==> src/rtl/vfcm_pkg.sv <==
`timescale 1ns / 1ps

package vfcm_pkg;

	localparam int SIDE   = 16;
	localparam int HEIGHT = 64;
	localparam int NDIR   = 6;

	localparam int PX    = SIDE + 2;
	localparam int PY    = HEIGHT + 2;
	localparam int PZ    = SIDE + 2;
	localparam int DEPTH = PX * PY * PZ;

	localparam int ADDR_W  = $clog2(DEPTH);
	localparam int KIND_W  = 4;
	localparam int CNT_W   = 17;
	localparam int DIR_W   = 3;
	localparam int NSEL_W  = 3;
	localparam int FX_W    = 4;
	localparam int FY_W    = 6;
	localparam int FZ_W    = 4;

	localparam int CQ_DEPTH = 4;
	localparam int CQ_PTR_W = $clog2(CQ_DEPTH);
	localparam int RQ_DEPTH = 8;
	localparam int RQ_PTR_W = $clog2(RQ_DEPTH);

	localparam logic [1:0] REQ_WRITE   = 2'd0;
	localparam logic [1:0] REQ_MESH    = 2'd1;
	localparam logic [1:0] REQ_RESTART = 2'd2;

	localparam logic [KIND_W-1:0] WATER_KIND_RST = 4'd5;

	localparam logic [ADDR_W-1:0] STEP_X = ADDR_W'(PY * PZ);
	localparam logic [ADDR_W-1:0] STEP_Y = ADDR_W'(PZ);
	localparam logic [ADDR_W-1:0] STEP_Z = ADDR_W'(1);

	typedef enum logic [1:0] {
		OP_WRITE,
		OP_MESH,
		OP_RESTART
	} cmd_op_t;

	typedef struct packed {
		logic [1:0] req_type;
		logic [4:0] pos_x;
		logic [6:0] pos_y;
		logic [4:0] pos_z;
		logic [3:0] block_value;
	} in_item_t;

	typedef struct packed {
		logic [3:0]  face_x;
		logic [5:0]  face_y;
		logic [3:0]  face_z;
		logic [2:0]  face_dir;
		logic [3:0]  block_kind;
		logic        water_mesh;
		logic [16:0] face_index;
		logic        last;
	} res_t;

	typedef struct packed {
		cmd_op_t           op;
		logic [ADDR_W-1:0] addr;
		logic [KIND_W-1:0] value;
		logic [FX_W-1:0]   fx;
		logic [FY_W-1:0]   fy;
		logic [FZ_W-1:0]   fz;
	} cmd_t;

	function automatic logic [ADDR_W-1:0] cell_addr(input logic [4:0] x, input logic [6:0] y,
			input logic [4:0] z);
		logic [ADDR_W-1:0] xy;
		xy = ADDR_W'(ADDR_W'(x) * ADDR_W'(PY)) + ADDR_W'(y);
		return ADDR_W'(xy * ADDR_W'(PZ)) + ADDR_W'(z);
	endfunction

	// two's complement address step toward neighbour, order -x +x -y +y -z +z
	function automatic logic [ADDR_W-1:0] nb_offset(input logic [NSEL_W-1:0] d);
		logic [ADDR_W-1:0] off;
		case (d)
			3'd0: off = -STEP_X;
			3'd1: off = STEP_X;
			3'd2: off = -STEP_Y;
			3'd3: off = STEP_Y;
			3'd4: off = -STEP_Z;
			3'd5: off = STEP_Z;
			default: off = '0;
		endcase
		return off;
	endfunction

endpackage

==> src/rtl/vfcm_res_queue.sv <==
`timescale 1ns / 1ps

module vfcm_res_queue import vfcm_pkg::*; (
	input  logic clk,
	input  logic arst_n,
	input  logic wr,
	input  res_t wr_data,
	output logic full,
	output logic empty,
	input  logic pop,
	output res_t head
);

	res_t                rq_q [RQ_DEPTH];
	logic [RQ_PTR_W-1:0] wr_ptr_q;
	logic [RQ_PTR_W-1:0] rd_ptr_q;
	logic [RQ_PTR_W:0]   count_q;
	logic                do_rd;

	assign full  = (count_q == (RQ_PTR_W+1)'(RQ_DEPTH));
	assign empty = (count_q == '0);
	assign do_rd = pop && !empty;
	assign head  = rq_q[rd_ptr_q];

	always_ff @(posedge clk) begin
		if (wr) begin
			rq_q[wr_ptr_q] <= wr_data;
		end
	end

	always_ff @(posedge clk or negedge arst_n) begin
		if (!arst_n) begin
			wr_ptr_q <= '0;
			rd_ptr_q <= '0;
			count_q  <= '0;
		end else begin
			if (wr) begin
				wr_ptr_q <= wr_ptr_q + 1'b1;
			end
			if (do_rd) begin
				rd_ptr_q <= rd_ptr_q + 1'b1;
			end
			if (wr && !do_rd) begin
				count_q <= count_q + 1'b1;
			end else if (do_rd && !wr) begin
				count_q <= count_q - 1'b1;
			end
		end
	end

`ifndef SYNTHESIS
	a_pop_drains: assert property (@(posedge clk) disable iff (!arst_n)
		do_rd && !wr |=> count_q == $past(count_q) - 1'b1)
		else $error("result count did not drop on pop");
`endif

endmodule

==> config.mk <==
export PLATFORM = sky130hd
export DESIGN_NAME = vfcm_res_queue
export DESIGN_NICKNAME = d
export VERILOG_FILES = /design/src/rtl/vfcm_pkg.sv /design/src/rtl/vfcm_res_queue.sv
export SDC_FILE = /design/constraint.sdc
export NUM_CORES = 1
export LEC_CHECK = 0
export BUFFER_PORTS_ARGS = -buffer_cell sky130_fd_sc_hd__clkbuf_2
export CAP_MARGIN = 20
export CORE_MARGIN = 4
export CORE_UTILIZATION = 45
export CTS_BUF_LIST = sky130_fd_sc_hd__clkbuf_4 sky130_fd_sc_hd__clkbuf_8
export CTS_CLUSTER_SIZE = 40
export DETAILED_ROUTE_END_ITERATION = 10
export HOLD_SLACK_MARGIN = 0.05
export PLACE_DENSITY = 0.64
export SLEW_MARGIN = 20
export SYNTH_ARGS = -nofsm -noshare
export SYNTH_HDL_FRONTEND = slang
export SYNTH_SLANG_ARGS = --single-unit
==> constraint.sdc <==
create_clock -name clk -period 5.1 [get_ports clk]
set_input_delay 0.765 -clock clk [delete_from_list [all_inputs] [get_ports clk]]
set_output_delay 0.765 -clock clk [all_outputs]
set_load 0.05 [all_outputs]
Yosys cells after proc, flatten, opt, wreduce, memory -nomap -nowiden --
Memories as Yosys holds them, arrays and structs flattened. Index checks and enable logic that the tools add are counted.
Word-level totals: output and inout port bits 42, bits in writable memories 320, memories 1, register bits 10
Memories:
- rq_q | depth 8, width 40, rd ports 1, clocked after Yosys merged registers in 0, wr ports 1, RTL line vfcm_res_queue.sv:14 | res_t rq_q [RQ_DEPTH];
Cells by class: muxes and demuxes 4, reductions and logical operators 8, equal/unequal tests 1, $add $sub $neg 4
Operator list (number):
- two-way mux 4 bit | 2
- adder 3 x 1 -> 3 bit (second input constant) | 2
- adder 4 x 1 -> 4 bit (second input constant) | 1
- == test 4 bit (second input constant) | 1
- zero test 4 bit | 1
- subtractor 4 x 1 -> 4 bit (second input constant) | 1
- logical AND 1 bit | 3
- zero test 1 bit | 3
- two-way mux 1 bit | 2
- nonzero test 2 bit | 1

Logic depth before layout (Yosys ltp) --
word-level depth 6, depth in mapped cells 7, mapped depth without buffers 7

Worst setup path before layout --
OpenSTA, ideal clock, no wires.
path kind input-to-reg, start input port wr, end memory rq_q[0][0] in the netlist's numbering (enable), path buffers 0, arrival time 3.602 ns, stages 2, library setup time 0.487 ns, slack 1.011 ns, cells stage by stage nand2b_1 > nor3_1
Between the ends: word-level cells in the longest chain between the ends 2
Ends and longest elaborated chain:
- start, declared | RTL line vfcm_res_queue.sv:6 | input logic wr,
- two-way mux 1 bit | RTL line vfcm_res_queue.sv:26 | if (wr) begin
- two-way mux 1 bit (implied by the code) | RTL line vfcm_res_queue.sv:27 | rq_q[wr_ptr_q] <= wr_data;
- end, declared | RTL line vfcm_res_queue.sv:14
Every way passes these cells.

==> metrics.cfg <==
[setup_path]
rr_worst_depth = 7
cp_max_fo = 42
crit_cells = 4
cp_data_required_time_ps = 4340
arrival_ps = 2950
crit_type = register to output pin
max_stage_delay_ps = 940
worstSetupStartpointType = register
crit_slowest_cell = dfrtp_4
crit_buf_inv = 2
cp-end-kind = output pin
crit_family = flip-flops
path_cells = buf_12 -> mux4_1 -> mux2_2 -> clkbuf_2

[cts]
clock-sinks = 330
htree_num_levels = 2
clock_latency_ps = 550
cts_made_buffers = 51
clk_path_buf_depth = 3
clk_pin_slew_ps = 60
root_buffer = clkbuf_8
post_cts_buffers = 0
cts_tree = done
cts_resized = 0

[floorplanning]
rows = 61
die_x_um = 178
die_h_um = 178
io-pin-count = 86
start_util_pct = 46.1
fp.coreArea_mm2 = 0.0281
fp.dieArea_mm2 = 0.0315

[sta]
min_period_ps = 3710
tightest_slew_ps = 957
setup_slack_ps = 1390
skew_ps = 14.7
rsz0062_at_grt = false
hold_violations = 0
max_freq_ghz = 0.269
fin_crit_sh_pct = 72.8
maxSlewHeadroom_pct = 36.0
setup_viol_count_final = 0
tns_ps = 0
timing.final.max_slew_violations = 0

[worst_hold_path]
hold_depth = 1
worstHoldPathType = primary input to register

[global_routing]
grt_usage_pct = 16.0
grt_pass1_wl_mm = 37.5
gr-total-overflow = 0
grt.met1_usage_pct = 20.1
grt_pass1_vias = 6369
antenna_found_initial = 1
grtUsageMet3_pct = 3.94
busiest_layer = met2
met2_usage_pct = 27.6
grt_max_degree = 83

[logic_synthesis]
synth_seq_cells = 330
synth_cell_types = 30
synth-async-reset-ratio_pct = 3.03
syn_area_per_cell_um2 = 24.7
synth_nets = 574
ys.flop_type = edfxtp_1
netlist_area_mm2 = 0.0129
yosysSeqAreaShare_pct = 76.2
yosysWarnings = 0
syn_inst = 524
synth_edf_count = 320

[drt]
wire_per_inst_um = 23.3
num_vias = 5806
via_per_inst = 5.42
drt-initial-drc-count = 358
dr.pass1.iters = 4
drcViolationCount = 0
drt_wl_total_mm = 24.9
ant_nets = 0

[place]
routabilityCongestion = 0.702
place_ws_ps = 1630
dp_hpwl_mm = 13.5
port_buffers = 85

[status]
status = completed

[final_layout]
multi_input_area_mm2 = 0.00297
drive_above_1_share_pct = 33.9
ff_latch_area_mm2 = 0.00987
finish.utilization_pct = 53.0
n_antenna_cell = 0
area_growth_pct = 15.1
nets = 705
fillers = 2235

[power]
p_leak_nw = 5.13
vdd_drop_max_v = 0.000375
p_per_area_mw_per_mm2 = 600
power_w = 0.00894

[job]
maxCapViolations = 0

## cell type report
class                           instances  share of cell area [%]
Tap cell                              378                    3.18
Inverter                                2                  0.0504
Multi-Input combinational cell        168                    19.9
Sequential cell                       330                    66.3
Clock buffer                           69                    5.71
Timing Repair Buffer                  102                    4.03
Clock inverter                         23                   0.824
## layer usage
metal  share of wire (%)  up-vias
li1                    -     2579
met1                  42     3051
met2                  51      139
met3                 5.3       35
met4                 1.8        2
met5               0.044        -
## stage by stage
step	std cells	hold slack (ps)	area, um^2
after floorplan	524	469	12900
after global placement	976	540	13800
after detailed placement	976	573	13800
after CTS	1069	433	14800
after global routing	1072	459	14900
final	1072	476	14900
## path summary, 6_finish.rpt
kind / from / end / slack, ps
worst max register to register: count_q[0] / count_q[3] / 2250
worst min-delay path: wr_data[36] / rq_q[2][36] / 480
worst max-delay path: rd_ptr_q[0] / head[26] / 1390
min in group asynchronous: arst_n / count_q[2] / 620
worst min register to register: wr_ptr_q[1] / wr_ptr_q[1] / 590
max in group asynchronous: arst_n / rd_ptr_q[1] / 4220
## worst reg2reg max path, stage by stage, from the launching register on
cell and delay, ps:
dfrtp_1 480, o41ai_2 640, ha_1 360, inv_1 130, ha_1 380, or4_1 500, o211ai_1 130, o211ai_1 110
## where the power goes
part,leakage (nW),switching (W),internal [W]
Clock,0.522,0.000965,0.00113
Combinational,1.59,0.00194,0.00116
Sequential,3.02,0.000326,0.00342
Total,5.13,0.00323,0.00571
## layout by cell type, fill, tap and decap left out, types with 3 or more instances in the layout
cell type  count
clkinv_1      14
buf_4         13
clkbuf_4      16
nand2_1        5
edfxtp_1     320
nor2_4         6
clkbuf_8      53
dfrtp_1        7
ha_1           5
clkinv_2       8
nand2b_1       3
mux4_1        79
clkbuf_2      85
xnor2_1        4
mux2_2        43
## state kept, by name, indices dropped and copies added, names as in the netlist
signal    count
rd_ptr_q      3
count_q       4
wr_ptr_q      3
rq_q        320
## cell usage after synthesis, types with 2 or more instances
library cell	instances	area share (%)
dfrtp_1	10	1.9
nand3_1	2	0.077
nand2b_1	3	0.15
xnor2_1	4	0.27
inv_1	2	0.058
clkbuf_1	7	0.20
nor3_1	3	0.12
buf_6	9	0.78
mux4_1	79	16
nand2_1	5	0.15
o211ai_1	2	0.12
xor2_1	2	0.14
ha_1	5	0.48
mux2_2	43	3.7
a21oi_1	2	0.077
buf_1	7	0.20
edfxtp_1	320	74
nor2_1	7	0.20
## cell families after synthesis
| logic type | after synthesis | share of synthesized area (%) |
|---|---|---|
| AOI/OAI and AO/OA | 7 | 0.445 |
| xor gates and xnor gates | 6 | 0.406 |
| adders and majority gates | 6 | 0.638 |
| buffers and inverters | 26 | 1.29 |
| DFF | 330 | 76.2 |
| muxes | 124 | 20.0 |
| and+or+nand+nor | 25 | 0.967 |
## repair_timing
| item | in CTS | in global routing |
|---|---|---|
| hold buffers | 1 | 0 |
| endpoints found under the setup margin | 0 | 0 |
| hold endpoints to repair | 3 | 0 |
Note: power is estimated with default switching activity, not from simulation.
