[config.mk]
export PLATFORM = sky130hd
export DESIGN_NAME = vfcm_front
export DESIGN_NICKNAME = d
export VERILOG_FILES = /design/src/rtl/vfcm_pkg.sv /design/src/rtl/vfcm_front.sv
export SDC_FILE = /design/constraint.sdc
export NUM_CORES = 1
export LEC_CHECK = 0
export BUFFER_PORTS_ARGS = -buffer_cell sky130_fd_sc_hd__buf_2
export CORE_MARGIN = 2
export CORE_UTILIZATION = 54
export DETAILED_ROUTE_END_ITERATION = 8
export GPL_TIMING_DRIVEN = 0
export PLACE_DENSITY_LB_ADDON = 0.05
export SYNTH_ARGS = -nofsm -noshare
export SYNTH_HDL_FRONTEND = slang
export SYNTH_SLANG_ARGS = --single-unit
[constraint.sdc]
create_clock -name clk -period 3.6 [get_ports clk]
set_input_delay 0.36 -clock clk [delete_from_list [all_inputs] [get_ports clk]]
set_output_delay 0.36 -clock clk [all_outputs]
set_load 0.01 [all_outputs]
[src/rtl/vfcm_pkg.sv]
`timescale 1ns / 1ps

package vfcm_pkg;

	localparam int SIDE   = 16;
	localparam int HEIGHT = 64;
	localparam int NDIR   = 6;

	localparam int PX    = SIDE + 2;
	localparam int PY    = HEIGHT + 2;
	localparam int PZ    = SIDE + 2;
	localparam int DEPTH = PX * PY * PZ;

	localparam int ADDR_W  = $clog2(DEPTH);
	localparam int KIND_W  = 4;
	localparam int CNT_W   = 17;
	localparam int DIR_W   = 3;
	localparam int NSEL_W  = 3;
	localparam int FX_W    = 4;
	localparam int FY_W    = 6;
	localparam int FZ_W    = 4;

	localparam int CQ_DEPTH = 4;
	localparam int CQ_PTR_W = $clog2(CQ_DEPTH);
	localparam int RQ_DEPTH = 8;
	localparam int RQ_PTR_W = $clog2(RQ_DEPTH);

	localparam logic [1:0] REQ_WRITE   = 2'd0;
	localparam logic [1:0] REQ_MESH    = 2'd1;
	localparam logic [1:0] REQ_RESTART = 2'd2;

	localparam logic [KIND_W-1:0] WATER_KIND_RST = 4'd5;

	localparam logic [ADDR_W-1:0] STEP_X = ADDR_W'(PY * PZ);
	localparam logic [ADDR_W-1:0] STEP_Y = ADDR_W'(PZ);
	localparam logic [ADDR_W-1:0] STEP_Z = ADDR_W'(1);

	typedef enum logic [1:0] {
		OP_WRITE,
		OP_MESH,
		OP_RESTART
	} cmd_op_t;

	typedef struct packed {
		logic [1:0] req_type;
		logic [4:0] pos_x;
		logic [6:0] pos_y;
		logic [4:0] pos_z;
		logic [3:0] block_value;
	} in_item_t;

	typedef struct packed {
		logic [3:0]  face_x;
		logic [5:0]  face_y;
		logic [3:0]  face_z;
		logic [2:0]  face_dir;
		logic [3:0]  block_kind;
		logic        water_mesh;
		logic [16:0] face_index;
		logic        last;
	} res_t;

	typedef struct packed {
		cmd_op_t           op;
		logic [ADDR_W-1:0] addr;
		logic [KIND_W-1:0] value;
		logic [FX_W-1:0]   fx;
		logic [FY_W-1:0]   fy;
		logic [FZ_W-1:0]   fz;
	} cmd_t;

	function automatic logic [ADDR_W-1:0] cell_addr(input logic [4:0] x, input logic [6:0] y,
			input logic [4:0] z);
		logic [ADDR_W-1:0] xy;
		xy = ADDR_W'(ADDR_W'(x) * ADDR_W'(PY)) + ADDR_W'(y);
		return ADDR_W'(xy * ADDR_W'(PZ)) + ADDR_W'(z);
	endfunction

	// two's complement address step toward neighbour, order -x +x -y +y -z +z
	function automatic logic [ADDR_W-1:0] nb_offset(input logic [NSEL_W-1:0] d);
		logic [ADDR_W-1:0] off;
		case (d)
			3'd0: off = -STEP_X;
			3'd1: off = STEP_X;
			3'd2: off = -STEP_Y;
			3'd3: off = STEP_Y;
			3'd4: off = -STEP_Z;
			3'd5: off = STEP_Z;
			default: off = '0;
		endcase
		return off;
	endfunction

endpackage

[src/rtl/vfcm_front.sv]
`timescale 1ns / 1ps

module vfcm_front import vfcm_pkg::*; (
	input  logic     clk,
	input  logic     arst_n,
	input  logic     push,
	output logic     full,
	input  in_item_t item,
	input  logic     clearing,
	output logic     cmd_valid,
	input  logic     cmd_ready,
	output cmd_t     cmd
);

	cmd_t                cq_q [CQ_DEPTH];
	logic [CQ_PTR_W-1:0] wr_ptr_q;
	logic [CQ_PTR_W-1:0] rd_ptr_q;
	logic [CQ_PTR_W:0]   count_q;

	logic acc;
	logic keep;
	logic in_grid;
	logic in_interior;
	logic do_wr;
	logic do_rd;
	cmd_t new_cmd;

	assign full = (count_q == (CQ_PTR_W+1)'(CQ_DEPTH)) || clearing;
	assign acc  = push && !full;

	assign in_grid = (32'(item.pos_x) < PX) && (32'(item.pos_y) < PY) &&
		(32'(item.pos_z) < PZ);
	assign in_interior = (item.pos_x != '0) && (32'(item.pos_x) <= SIDE) &&
		(item.pos_y != '0) && (32'(item.pos_y) <= HEIGHT) &&
		(item.pos_z != '0) && (32'(item.pos_z) <= SIDE);

	// classify the transaction; out-of-grid writes, meshes outside the interior and unused request types are dropped here
	always_comb begin
		new_cmd.addr  = cell_addr(item.pos_x, item.pos_y, item.pos_z);
		new_cmd.value = item.block_value;
		new_cmd.fx    = FX_W'(item.pos_x - 5'd1);
		new_cmd.fy    = FY_W'(item.pos_y - 7'd1);
		new_cmd.fz    = FZ_W'(item.pos_z - 5'd1);
		new_cmd.op    = OP_WRITE;
		keep          = 1'b0;
		case (item.req_type)
			REQ_WRITE: begin
				new_cmd.op = OP_WRITE;
				keep       = in_grid;
			end
			REQ_MESH: begin
				new_cmd.op = OP_MESH;
				keep       = in_interior;
			end
			REQ_RESTART: begin
				new_cmd.op = OP_RESTART;
				keep       = 1'b1;
			end
			default: begin
				new_cmd.op = OP_WRITE;
				keep       = 1'b0;
			end
		endcase
	end

	assign do_wr     = acc && keep;
	assign cmd_valid = (count_q != '0);
	assign do_rd     = cmd_valid && cmd_ready;
	assign cmd       = cq_q[rd_ptr_q];

	always_ff @(posedge clk) begin
		if (do_wr) begin
			cq_q[wr_ptr_q] <= new_cmd;
		end
	end

	always_ff @(posedge clk or negedge arst_n) begin
		if (!arst_n) begin
			wr_ptr_q <= '0;
			rd_ptr_q <= '0;
			count_q  <= '0;
		end else begin
			if (do_wr) begin
				wr_ptr_q <= wr_ptr_q + 1'b1;
			end
			if (do_rd) begin
				rd_ptr_q <= rd_ptr_q + 1'b1;
			end
			if (do_wr && !do_rd) begin
				count_q <= count_q + 1'b1;
			end else if (do_rd && !do_wr) begin
				count_q <= count_q - 1'b1;
			end
		end
	end

endmodule

# Word level (Yosys, flattened, before mapping)
# Memory sizes are Yosys's and may differ from the RTL's.
# Cells that the tools add are included.
classes:
  add_sub_neg: 9
  mul: 2
  n_div: 0
  n_lt_le_gt_ge: 6
  n_eq_ne: 3
  shift: 0
  mux: 6
  bitwise_logic: 0
  n_reduce_logical: 22
ops:
  columns: ["op", "n"]
  rows:
  - ["adder 15 x 5 -> 15 bit", 1]
  - ["multiplier 13 x 4 -> 14 bit (second input constant)", 1]
  - ["adder 12 x 7 -> 13 bit", 1]
  - ["logical AND 1 bit", 12]
  - ["multiplier 5 x 6 -> 11 bit (second input constant)", 1]
  - ["<= comparator 5 bit (second input constant)", 2]
  - ["< comparator 5 bit (second input constant)", 2]
  - ["nonzero test 5 bit", 2]
  - ["subtractor 4 x 1 -> 4 bit (second input constant)", 2]
  - ["<= comparator 7 bit (second input constant)", 1]
  - ["< comparator 7 bit (second input constant)", 1]
  - ["nonzero test 7 bit", 1]
  - ["2-to-1 mux 3 bit", 2]
  - ["subtractor 6 x 1 -> 6 bit (second input constant)", 1]
  - ["adder 2 x 1 -> 2 bit (second input constant)", 2]
  - ["case mux 2 bit (2 select lines)", 1]
  - ["adder 3 x 1 -> 3 bit (second input constant)", 1]
  - ["== test 3 bit (second input constant)", 1]
  - ["logical NOT 1 bit", 3]
  - ["case mux 1 bit (3 select lines)", 1]
  - ["nonzero test 3 bit", 1]
  - ["subtractor 3 x 1 -> 3 bit (second input constant)", 1]
  - ["== test 2 x 1 -> 1 bit (second input constant)", 1]
  - ["== test 2 bit (second input constant)", 1]
  - ["other kinds (4)", 5]
word_totals:
  regBits: 7
  latch_bits: 0
  ram_bits: 140
  romBits: 0
  input_bits: 28
  output_inout_bits: 37
  wordCells: 52
  memories: 1
memory_table:
  columns: ["memory", "depth", "width", "rd", "rd_ports_with_merged_regs", "wr", "line_no", "rtl"]
  rows:
  - ["cq_q", 4, 35, 1, 0, 1, "vfcm_front.sv:15", "cmd_t cq_q [CQ_DEPTH];"]

# Depth between registers and ports, before layout
# Gate-level depths: netlist of run 1.
logic_depth:
  ltp_word: 12
  ltp_mapped: 17
  depth_no_buf: 17

# Least setup slack after synthesis of run 1
# Ideal clock, no wire load.
synth_path:
  path_kind: "input -> register"
  from: "input port item[17] (netlist bit)"
  to: "memory cq_q[0][32] (netlist bit), data pin"
  setup_time_ns: 0.278
  arrival_time_ns: 3.708
  t_required_ns: 3.322
  slack_ns: -0.386
  path_stages: 16
  path_buffers: 1
  cell_sequence: "clkbuf_1 -> inv_1 -> fa_1 -> nor2b_1 -> o21ai_0 -> a21boi_0 -> o21ai_0 -> a21oi_1 -> xor2_1 -> ha_1 -> ha_1 -> or4b_4 -> o2111ai_2 -> nand3_2 -> nor4_2 -> xnor3_1"
synth_rtl:
  columns: ["element", "line_no", "rtl"]
  rows:
  - ["start: declaration", "vfcm_front.sv:8", "input in_item_t item,"]
  - ["end: declaration", "vfcm_front.sv:15", null]

==> results.sh, run 1 <==
export IMPL_drt_wl_total_um=13400
export IMPL_gp_congestion=0.821
export IMPL_finalHoldViolCount=0
export IMPL_rows=41
export IMPL_cp_max_fo=4
export IMPL_vias_per_cell=5.57
export IMPL_htree_levels=4
export IMPL_cp_data_arrival_time_ns=3.68
export IMPL_start_util_pct=55.3
export IMPL_hpwl_um=9080
export IMPL_clockBufferDepth=2
export IMPL_worst_skew_pair_late_latency_ns=0.42
export IMPL_die_width_um=117
export IMPL_startpoint="item[16]"
export IMPL_synthSimpleGateAreaFrac_pct=5.67
export IMPL_dpl_cell_area_um2=7690
export IMPL_r2r_setup_slack_ns=1.34
export IMPL_cts_clk_slew_worst_paths_ns=0.06
export IMPL_final_common_cell="edfxtp_1"
export IMPL_crit_required_ns=3.75
export IMPL_cp_start_kind="input pin"
export IMPL_skew_ns=0.0100
export IMPL_place_detailed_instances=662
export IMPL_synth_xor_xnor_area_share_pct=4.99
export IMPL_critPathKind="input pin to flip-flop"
export IMPL_hp_class="input pin to flip-flop"
export IMPL_synth_ff_type="edfxtp_1"
export IMPL_num_vias=3990
export IMPL_cts_sinks=147
export IMPL_powerDensity_nw_per_um2=714
export IMPL_synthMuxAreaShare_pct=11.7
export IMPL_syn_area_um2=6950
export IMPL_hold_slack_ns=0.162
export IMPL_ys_seq_area_share_pct=63.1
export IMPL_synth_fp_nets=490
export IMPL_antenna_cells=0
export IMPL_area_delta_synth_final_pct=24.6
export IMPL_yosys_warnings=0
export IMPL_numCtsBuffers=17
export IMPL_cp_end_kind="flip-flop"
export IMPL_crit_end="cq_q[0][32]$_DFFE_PP_"
export IMPL_dieArea_um2=13800
export IMPL_dp_slack_ns=-0.529
export IMPL_r2r_cells=10
export IMPL_antenna_found_initial=0
export IMPL_cts_tree="built"
export IMPL_rsz0062_at_grt="yes"
export IMPL_cts_root_buf="clkbuf_16"
export IMPL_fp_coreArea_um2=12600
export IMPL_ys_types=53
export IMPL_avgSynthCellArea_um2=16.5
export IMPL_synth_seq_cells=147
export IMPL_synth_cells=422
export IMPL_min_period_over_period_pct=98.2
export IMPL_stdcell_count=716
export IMPL_setup_tns_ns=0
export IMPL_postRouteAntennaNets=0
export IMPL_p_leak_nw=3.18
export IMPL_grtUsageTotal_pct=20.6
export IMPL_nets=600
export IMPL_async_reset_ff_share_pct=4.76
export IMPL_vdd_ir_drop_max_uv=333
export IMPL_post_route_util_pct=68.8
export IMPL_synth_edff_count=140
export IMPL_drt_iter0_markers=275
export IMPL_status="completed"
export IMPL_drv_slew=0
export IMPL_synthAdderAreaFrac_pct=7.64
export IMPL_die_y_um=117
export IMPL_final_cell_mix="edfxtp_1 (140), buf_2 (66), mux4_2 (35)"
export IMPL_drc_errors=0
export IMPL_grt_pass1_vias=4058
export IMPL_power_mw=6.18
export IMPL_ios=65
export IMPL_fillerInstances=872
export IMPL_period_minus_slack_ns=3.53
export IMPL_first_pass_iters=4
export IMPL_r2r_end="count_q[2]$_DFFE_PN0P_"
export IMPL_maxCapViolCount=0
export IMPL_post_route_cell_area_um2=8650
export IMPL_io_buffers=64
export IMPL_maxSlewHeadroom_pct=56.2
export IMPL_setup_viol=0
export IMPL_synth_top_family_by_area="multiplexers"
export IMPL_timing_fmax_mhz=283
export IMPL_worstMarginPinSlew_ns=0.657
export IMPL_wire_per_inst_um=18.7
export IMPL_fin_ws_ns=0.0660
export IMPL_grt_max_degree=20
export IMPL_grt_pass1_wl_um=21400
export IMPL_grt_ovfl_total=0
export IMPL_synth_compound_area_share_pct=4.70
export IMPL_drive_above_1_share_pct=37.1
export IMPL_timing_rr_start="count_q[0]$_DFFE_PN0P_"
## where the power goes
part | leakage (nW) | total, mW | internal (mW) | switching [mW]
clock network | 0.287 | 1.79 | 1.15 | 0.638
logic | 1.55 | 2.22 | 1.08 | 1.15
registers | 1.34 | 2.17 | 2.12 | 0.0500
## kinds of logic (layout without fill, tap and decap cells)
kind of cell | count (synthesis) | after routing
AND/OR/NAND/NOR | 72 | 72
AO/OA/AOI/OAI | 49 | 49
flip-flops | 147 | 147
adder cells (fa/ha/maj) | 40 | 40
XOR/XNOR | 38 | 38
multiplexers | 37 | 37
buffers and inverters | 39 | 161
## critical path: stages
cell and delay (ns):
buf_12 0.09, ha_4 0.13, inv_2 0.04, fa_2 0.34, nor2b_1 0.11, o21ai_1 0.09, a21boi_1 0.18, o21ai_2 0.10
nand2_1 0.11, xnor2_2 0.14, ha_1 0.29, ha_4 0.30, buf_6 0.10, nand3_1 0.09, nor2_2 0.17, o211ai_1 0.13
o221a_2 0.33, nor4_4 0.27, xnor3_1 0.30
## sequential cells by signal, indices dropped and copies added, names as in the netlist
signal and cells:
cq_q 140, count_q 3, rd_ptr_q 2, wr_ptr_q 2
## synthesized netlist by cell type, types with 2 or more instances
| cell type | instances | area (um2) |
|---|---|---|
| ha_1 | 36 | 450 |
| a31oi_1 | 4 | 25.0 |
| nand4_1 | 2 | 12.5 |
| nor3b_1 | 3 | 22.5 |
| nor2_1 | 20 | 75.1 |
| nor2b_1 | 4 | 25.0 |
| fa_1 | 4 | 80.1 |
| edfxtp_1 | 140 | 4200 |
| nor4b_1 | 2 | 17.5 |
| inv_1 | 28 | 105 |
| nand3_1 | 5 | 25.0 |
| o41ai_1 | 2 | 17.5 |
| xor2_1 | 16 | 140 |
| or3_1 | 2 | 12.5 |
| a21oi_1 | 13 | 65.1 |
| nand2_1 | 14 | 52.6 |
| clkbuf_1 | 4 | 15.0 |
| a21o_2 | 2 | 17.5 |
| and3_1 | 2 | 12.5 |
| xnor2_1 | 21 | 184 |
| a21o_1 | 3 | 22.5 |
| o21ai_0 | 12 | 60.1 |
| dfrtp_1 | 7 | 175 |
| o31ai_1 | 3 | 22.5 |
| nand3_2 | 2 | 20.0 |
| buf_2 | 6 | 30.0 |
| mux4_2 | 35 | 788 |
| nor3_1 | 4 | 20.0 |
| nand2b_1 | 2 | 12.5 |
## worst min-delay path by stage
stage | startpoint | to | slack, ns | cells past startpoint
after floorplan | arst_n | count_q[0]$_DFFE_PN0P_ | 0.06 | 0
after global placement | arst_n | wr_ptr_q[1]$_DFFE_PN0P_ | 0.20 | 1
after detailed placement | arst_n | wr_ptr_q[1]$_DFFE_PN0P_ | 0.21 | 1
after CTS | item[1] | cq_q[3][15]$_DFFE_PP_ | 0.14 | 1
after global routing | item[1] | cq_q[1][15]$_DFFE_PP_ | 0.14 | 1
final | item[3] | cq_q[0][17]$_DFFE_PP_ | 0.16 | 1
## metal layers
layer  share of wire [%]  track usage (%)  vias up  wire length [um]
met3                 3.6             5.69       11               488
met2                  51             34.4       68              6890
li1                    -                -     1855                 -
met5                   0                0        -                 0
met1                  44             26.3     2056              5850
met4                 1.1             6.48        0               152
## area by class of cell
| cell class | instances | area (um2) | area share, % |
|---|---|---|---|
| clock buffers | 20 | 437 | 5.05 |
| plain buffers | 11 | 58.8 | 0.680 |
| multi-input cells | 236 | 2650 | 30.6 |
| clock inverters | 11 | 161 | 1.87 |
| inverters | 28 | 110 | 1.27 |
| well taps | 172 | 215 | 2.49 |
| repair buffers | 91 | 643 | 7.43 |
| flip-flops and latches | 147 | 4380 | 50.6 |
## timing repair
action,4_1_cts,5_1_grt
hold endpoints to repair,7,0
hold buffers,1,0
endpoints found under the setup margin,4,16
pin swaps,17,15
resized for setup,15,25
setup buffers,14,8
Power figures use the tool's default switching activity.
==> inputs of run 2 (changes only) <==
--- a/config.mk
+++ b/config.mk
@@ -7,10 +7,11 @@
 export LEC_CHECK = 0
 export BUFFER_PORTS_ARGS = -buffer_cell sky130_fd_sc_hd__buf_2
 export CORE_MARGIN = 2
-export CORE_UTILIZATION = 54
+export CORE_UTILIZATION = 40
 export DETAILED_ROUTE_END_ITERATION = 8
 export GPL_TIMING_DRIVEN = 0
 export PLACE_DENSITY_LB_ADDON = 0.05
+export SLEW_MARGIN = 40
 export SYNTH_ARGS = -nofsm -noshare
 export SYNTH_HDL_FRONTEND = slang
 export SYNTH_SLANG_ARGS = --single-unit
==> constraint.sdc (replaced) <==
create_clock -name clk -period 3.1 [get_ports clk]
set_input_delay 0.31 -clock clk [delete_from_list [all_inputs] [get_ports clk]]
set_output_delay 0.31 -clock clk [all_outputs]
set_load 0.01 [all_outputs]
==> run 2 against run 1 <==
- the run now ends with negative setup slack left
- critical path depth up 1
- sequential power up 16%
- design area increased by 6.9%
- sequential share of layout area shrank 3.3 points
- first-iteration DRC count decreased by 35%
- flip-flop and latch count is the same
- die area up 34%
- combinational power is 37% higher
- largest power group unchanged
- highest routed layer unchanged
==> results.sh, run 2 (same netlist as run 1, synthesis figures left out) <==
export IMPL_status="finished, violations left"
export IMPL_violations="negative setup slack"
export IMPL_fp_coreArea_um2=17100
export IMPL_period_minus_slack_ns=3.39
export IMPL_io_buffers=64
export IMPL_clockBufferDepth=2
export IMPL_skew_ns=0.00712
export IMPL_cp_max_fo=4
export IMPL_grtUsageTotal_pct=17.1
export IMPL_start_util_pct=40.6
export IMPL_antenna_found_initial=0
export IMPL_worstMarginPinSlew_ns=0.720
export IMPL_gp_congestion=0.766
export IMPL_critPathKind="input pin to flip-flop"
export IMPL_timing_fmax_mhz=295
export IMPL_cpMaxStageDelayCell="fa_2"
export IMPL_cp_end_kind="flip-flop"
export IMPL_vdd_ir_drop_max_uv=441
export IMPL_p_int_mw=5.26
export IMPL_grt_pass1_wl_um=23100
export IMPL_die_y_um=136
export IMPL_dieArea_um2=18400
export IMPL_rows=48
export IMPL_cts_sinks=147
export IMPL_p_seq_share_pct=33.0
export IMPL_largest_reg_flops=140
export IMPL_maxCapViolCount=0
export IMPL_cp_top_family="adder cells"
export IMPL_power_mw=7.61
export IMPL_cpPeakStageDelay_ns=0.37
export IMPL_setup_tns_ns=-2.78
export IMPL_fin_ws_ns=-0.291
export IMPL_cp_data_arrival_time_ns=3.54
export IMPL_postRouteAntennaNets=0
export IMPL_cts_clk_slew_worst_paths_ns=0.06
export IMPL_seqCellArea_um2=4380
export IMPL_p_leak_nw=3.36
export IMPL_top_register="cq_q"
export IMPL_clkPwrFrac_pct=26.9
export IMPL_antenna_cells=0
export IMPL_final_cell_mix="edfxtp_1 (140), buf_2 (66), mux4_2 (35)"
export IMPL_powerDensity_nw_per_um2=823
export IMPL_num_vias=4031
export IMPL_finalHoldViolCount=0
export IMPL_numCtsBuffers=17
export IMPL_drive_above_1_share_pct=46.0
export IMPL_worst_skew_pair_late_latency_ns=0.42
export IMPL_cts_tree="built"
export IMPL_drc_errors=0
export IMPL_maxSlewHeadroom_pct=52.0
export IMPL_dpl_cell_area_um2=7880
export IMPL_area_delta_synth_final_pct=33.2
export IMPL_drt_wl_total_um=14600
export IMPL_ios=65
export IMPL_setup_viol=16
export IMPL_hp_class="input pin to flip-flop"
export IMPL_swShare_pct=31.0
export IMPL_hpwl_um=10100
export IMPL_grt_ovfl_total=0
export IMPL_htree_levels=4
export IMPL_drt_iter0_markers=178
export IMPL_drv_slew=0
export IMPL_multi_input_area_um2=2960
export IMPL_grt_max_degree=17
export IMPL_critPathBufInv=4
export IMPL_dp_slack_ns=-1.02
export IMPL_post_route_cell_area_um2=9250
export IMPL_crit_required_ns=3.25
export IMPL_die_width_um=136
export IMPL_cp_start_kind="input pin"
export IMPL_cts_root_buf="clkbuf_16"
export IMPL_fillerInstances=1399
export IMPL_nets=618
export IMPL_wire_per_inst_um=18.5
export IMPL_min_period_over_period_pct=109
export IMPL_rsz0062_at_grt="yes"
export IMPL_reg_top3="cq_q x140, count_q x3"
export IMPL_cp_cell_sequence="buf_12, ha_4, inv_2, fa_2, nor2b_2, o21ai_2, a21boi_2, o21ai_2, a21oi_2, xor2_2, ha_4, ha_4, buf_6, o21ai_2, nand2b_1, buf_4, a21o_2, o221a_4, nor4_4, xnor3_1"
export IMPL_p_sw_mw=2.36
export IMPL_final_common_cell="edfxtp_1"
export IMPL_vias_per_cell=5.12
export IMPL_first_pass_iters=4
export IMPL_grt_pass1_vias=4265
export IMPL_comb_power_share_pct=40.1
run 2: cell count changes in the layout (fill, tap and decap cells not counted), sizes merged:
cell / before / now
clkinvlp: 1 / 3
buf: 97 / 115
clkbuf: 24 / 23
clkinv: 6 / 5
inv: 28 / 30
bufinv: 4 / 3
run 2: power by group through the flow:
stage | logic [mW] | registers (mW) | clock network, mW
2_1_floorplan | 1.71 | 2.54 | 0
3_3_place_gp | 2.34 | 2.55 | 0
3_5_place_dp | 2.40 | 2.55 | 0
4_1_cts | 2.80 | 2.51 | 2.09
5_1_grt | 3.34 | 2.53 | 2.18
6_report | 3.05 | 2.51 | 2.05
run 2: area by class of cell:
cell class                 count  share of cell area (%)
sequential                   147                    47.3
inverter                      28                    1.22
multi-input combinational    236                    32.0
clock inverter                13                    1.70
timing repair buffer         109                    9.29
clock buffer                  19                    4.68
tap                          225                    3.04
buffer                        11                   0.757
run 2: metal layers:
metal	GRT usage [%]	vias to the layer above	share of wire (%)
met2	28.0	53	51
li1	-	1901	-
met4	4.69	0	0.99
met1	22.9	2066	45
met3	4.12	11	3.3
met5	0	-	0
run 2: final timing paths:
check	slack (ns)	cells after the start	start	endpoint
setup / recovery	-0.29	20	item[16]	cq_q[0][32]$_DFFE_PP_
hold / removal	0.11	1	item[0]	cq_q[2][14]$_DFFE_PP_
setup reg to reg	0.83	10	count_q[0]$_DFFE_PN0P_	count_q[2]$_DFFE_PN0P_
hold reg to reg	0.49	1	count_q[2]$_DFFE_PN0P_	count_q[2]$_DFFE_PN0P_
max in group asynchronous	2.69	2	arst_n	count_q[0]$_DFFE_PN0P_
min in group asynchronous	0.25	2	arst_n	count_q[2]$_DFFE_PN0P_
run 2: through the flow:
stage | instances | util [%] | hold WS, ns
5_1_grt | 788 | 54.0 | 0.0976
3_5_place_dp | 719 | 46.0 | 0.155
6_report | 788 | 54.0 | 0.110
4_1_cts | 774 | 52.2 | 0.0922
3_3_place_gp | 711 | 44.8 | 0.151
2_1_floorplan | 422 | - | 0.0144
run 2: worst reg2reg max path: cells and delay by family, from the launching register on:
family                   cells  cell delay (ns)
adder cells (fa/ha/maj)      2             0.56
AND/OR/NAND/NOR              3             0.50
flip-flops                   1             0.43
XOR/XNOR                     2             0.31
AO/OA/AOI/OAI                1             0.22
buffers and inverters        2             0.20
run 2: timing repair:
| item | 4_1_cts | 5_1_grt |
|---|---|---|
| hold buffers | 1 | 0 |
| gates resized for setup | 58 | 37 |
| endpoints found under the hold margin | 7 | 0 |
| gates cloned | 0 | 0 |
| pin swaps | 37 | 33 |
| setup buffers | 23 | 16 |
| endpoints found under the setup margin | 24 | 28 |
==> inputs of run 3 (changes only) <==
--- a/config.mk
+++ b/config.mk
@@ -10,6 +10,7 @@
 export CORE_UTILIZATION = 40
 export DETAILED_ROUTE_END_ITERATION = 8
 export GPL_TIMING_DRIVEN = 0
+export HOLD_SLACK_MARGIN = 0.15
 export PLACE_DENSITY_LB_ADDON = 0.05
 export SLEW_MARGIN = 40
 export SYNTH_ARGS = -nofsm -noshare
==> constraint.sdc (replaced) <==
create_clock -name clk -period 2.92 [get_ports clk]
set_input_delay 0.292 -clock clk [delete_from_list [all_inputs] [get_ports clk]]
set_output_delay 0.292 -clock clk [all_outputs]
set_load 0.01 [all_outputs]
==> run 3 against run 2 <==
- the run still ends with negative setup slack left
- register-to-register slack got worse by 0.18 ns
- clock power rose by 10%
- flip-flop and latch count unchanged
- largest power group unchanged
- critical path depth decreased by 6
- sequential power is 6% higher
- first-iteration DRC count shrank 22%
- clock skew rose by 0.00091 ns
==> results.sh, run 3 (same netlist as run 1, synthesis figures left out) <==
export IMPL_rows=48
export IMPL_top_register="cq_q"
export IMPL_num_vias=3973
export IMPL_skew_ns=0.00803
export IMPL_antenna_found_initial=0
export IMPL_p_int_mw=5.44
export IMPL_dp_slack_ns=-1.13
export IMPL_grt_max_degree=17
export IMPL_p_leak_nw=3.28
export IMPL_violations="negative setup slack"
export IMPL_min_period_over_period_pct=114
export IMPL_final_cell_mix="edfxtp_1 (140), buf_2 (66), mux4_2 (35)"
export IMPL_rsz0062_at_grt="yes"
export IMPL_stdcell_count=776
export IMPL_die_y_um=136
export IMPL_worstMarginPinSlew_ns=0.704
export IMPL_wire_per_inst_um=18.7
export IMPL_p_sw_mw=2.38
export IMPL_finalHoldViolCount=0
export IMPL_fin_ws_ns=-0.410
export IMPL_cp_data_arrival_time_ns=3.48
export IMPL_largest_reg_flops=140
export IMPL_crit_required_ns=3.07
export IMPL_grtUsageTotal_pct=16.8
export IMPL_status="finished, violations left"
export IMPL_cts_tree="built"
export IMPL_worst_skew_pair_late_latency_ns=0.42
export IMPL_grt_ovfl_total=0
export IMPL_comb_power_share_pct=37.0
export IMPL_drv_slew=0
export IMPL_timing_rr_start="count_q[0]$_DFFE_PN0P_"
export IMPL_cts_clk_slew_worst_paths_ns=0.06
export IMPL_reg_top3="cq_q x140, count_q x3"
export IMPL_postRouteAntennaNets=0
export IMPL_period_minus_slack_ns=3.33
export IMPL_vias_per_cell=5.12
export IMPL_antenna_cells=0
export IMPL_cts_root_buf="clkbuf_16"
export IMPL_r2r_cells=10
export IMPL_vdd_ir_drop_max_uv=456
export IMPL_timing_fmax_mhz=300
export IMPL_final_common_cell="edfxtp_1"
export IMPL_start_util_pct=40.6
export IMPL_powerDensity_nw_per_um2=866
export IMPL_drt_iter0_markers=139
export IMPL_hp_class="input pin to async pin"
export IMPL_swShare_pct=30.4
export IMPL_r2r_setup_slack_ns=0.65
export IMPL_maxSlewHeadroom_pct=53.1
export IMPL_place_detailed_instances=719
export IMPL_hpwl_um=10400
export IMPL_die_width_um=136
export IMPL_io_buffers=64
export IMPL_r2r_end="count_q[2]$_DFFE_PN0P_"
export IMPL_drc_errors=0
export IMPL_clockBufferDepth=2
export IMPL_drt_wl_total_um=14500
export IMPL_setup_tns_ns=-6.82
export IMPL_dieArea_um2=18400
export IMPL_p_seq_share_pct=34.1
export IMPL_htree_levels=4
export IMPL_clkPwrFrac_pct=28.8
export IMPL_grt_pass1_vias=4123
export IMPL_cp_end_kind="flip-flop"
export IMPL_first_pass_iters=4
export IMPL_cts_sinks=147
export IMPL_numCtsBuffers=17
export IMPL_critPathKind="input pin to flip-flop"
export IMPL_fp_coreArea_um2=17100
export IMPL_drive_above_1_share_pct=41.6
export IMPL_setup_viol=24
export IMPL_nets=607
export IMPL_gp_congestion=0.743
export IMPL_area_delta_synth_final_pct=29.9
export IMPL_ios=65
export IMPL_grt_pass1_wl_um=22600
export IMPL_maxCapViolCount=0
export IMPL_cp_max_fo=5
export IMPL_cp_start_kind="input pin"
run 3: changes by cell type in the layout (fill, tap and decap cells not counted), moves of 3 or more:
cell / before / now
buf_4: 29 / 20
buf_6: 9 / 0
dlygate4sd3_1: 1 / 7
ha_1: 22 / 26
ha_4: 14 / 9
nand3_1: 2 / 5
nand3_2: 4 / 1
nor2_1: 11 / 14
o21ai_2: 5 / 2
xnor2_2: 2 / 7
xnor2_4: 5 / 1
run 3: critical path, stage by stage:
cell and delay, ns:
buf_4 0.14, ha_1 0.33, a21o_1 0.20, a21oi_2 0.18, xnor2_2 0.10, ha_1 0.31
ha_2 0.21, fa_2 0.37, a211oi_4 0.30, o21ai_1 0.11, a31oi_1 0.20, xor2_1 0.15
nor4_4 0.29, xnor3_1 0.29
run 3: metal layers:
| layer | GRT usage, % | wire length [um] | vias to the layer above |
|---|---|---|---|
| met5 | 0 | 0 | - |
| met4 | 4.69 | 136 | 0 |
| met3 | 4.04 | 447 | 10 |
| met2 | 28.6 | 7580 | 50 |
| met1 | 21.5 | 6320 | 2039 |
| li1 | - | - | 1874 |
run 3: what timing repair did:
| action | CTS | global route |
|---|---|---|
| hold buffers | 7 | 0 |
| setup endpoints to repair | 28 | 29 |
| setup buffers | 15 | 4 |
| endpoints found under the hold margin | 28 | 0 |
| pin swaps | 10 | 12 |
| gates resized for setup | 35 | 24 |
run 3: how the worst max path moves through the flow:
stage	cells past startpoint	start	end
6_report	14	item[11]	cq_q[3][32]$_DFFE_PP_
5_1_grt	14	item[11]	cq_q[3][32]$_DFFE_PP_
4_1_cts	18	item[16]	cq_q[3][32]$_DFFE_PP_
3_5_place_dp	15	item[11]	cq_q[3][32]$_DFFE_PP_
3_3_place_gp	10	item[17]	cq_q[0][11]$_DFFE_PP_
2_1_floorplan	16	item[17]	cq_q[0][32]$_DFFE_PP_
run 3: area by class of cell:
type,instances,area [um2]
tap,225,282
timing repair buffer,98,761
clock buffer,19,433
multi-input combinational,236,2810
clock inverter,12,181
fill,1444,8090
inverter,28,113
buffer,11,70.1
sequential,147,4380
run 3: through the flow:
step	utilization (%)	power [mW]	cell area [um2]	hold slack, ns
after floorplan	-	4.52	7070	-0.00359
after global placement	44.8	5.20	7670	0.134
after detailed placement	46.1	5.28	7890	0.140
after CTS	51.7	7.82	8860	0.230
after global routing	52.7	8.26	9020	0.255
final	52.7	7.82	9020	0.242
run 3: power groups by stage:
stage / Sequential [mW] / Clock, mW / Combinational, mW
5_1_grt: 2.68 / 2.40 / 3.19
3_3_place_gp: 2.71 / 0 / 2.49
2_1_floorplan: 2.70 / 0 / 1.83
6_report: 2.67 / 2.26 / 2.90
4_1_cts: 2.67 / 2.30 / 2.84
3_5_place_dp: 2.71 / 0 / 2.57
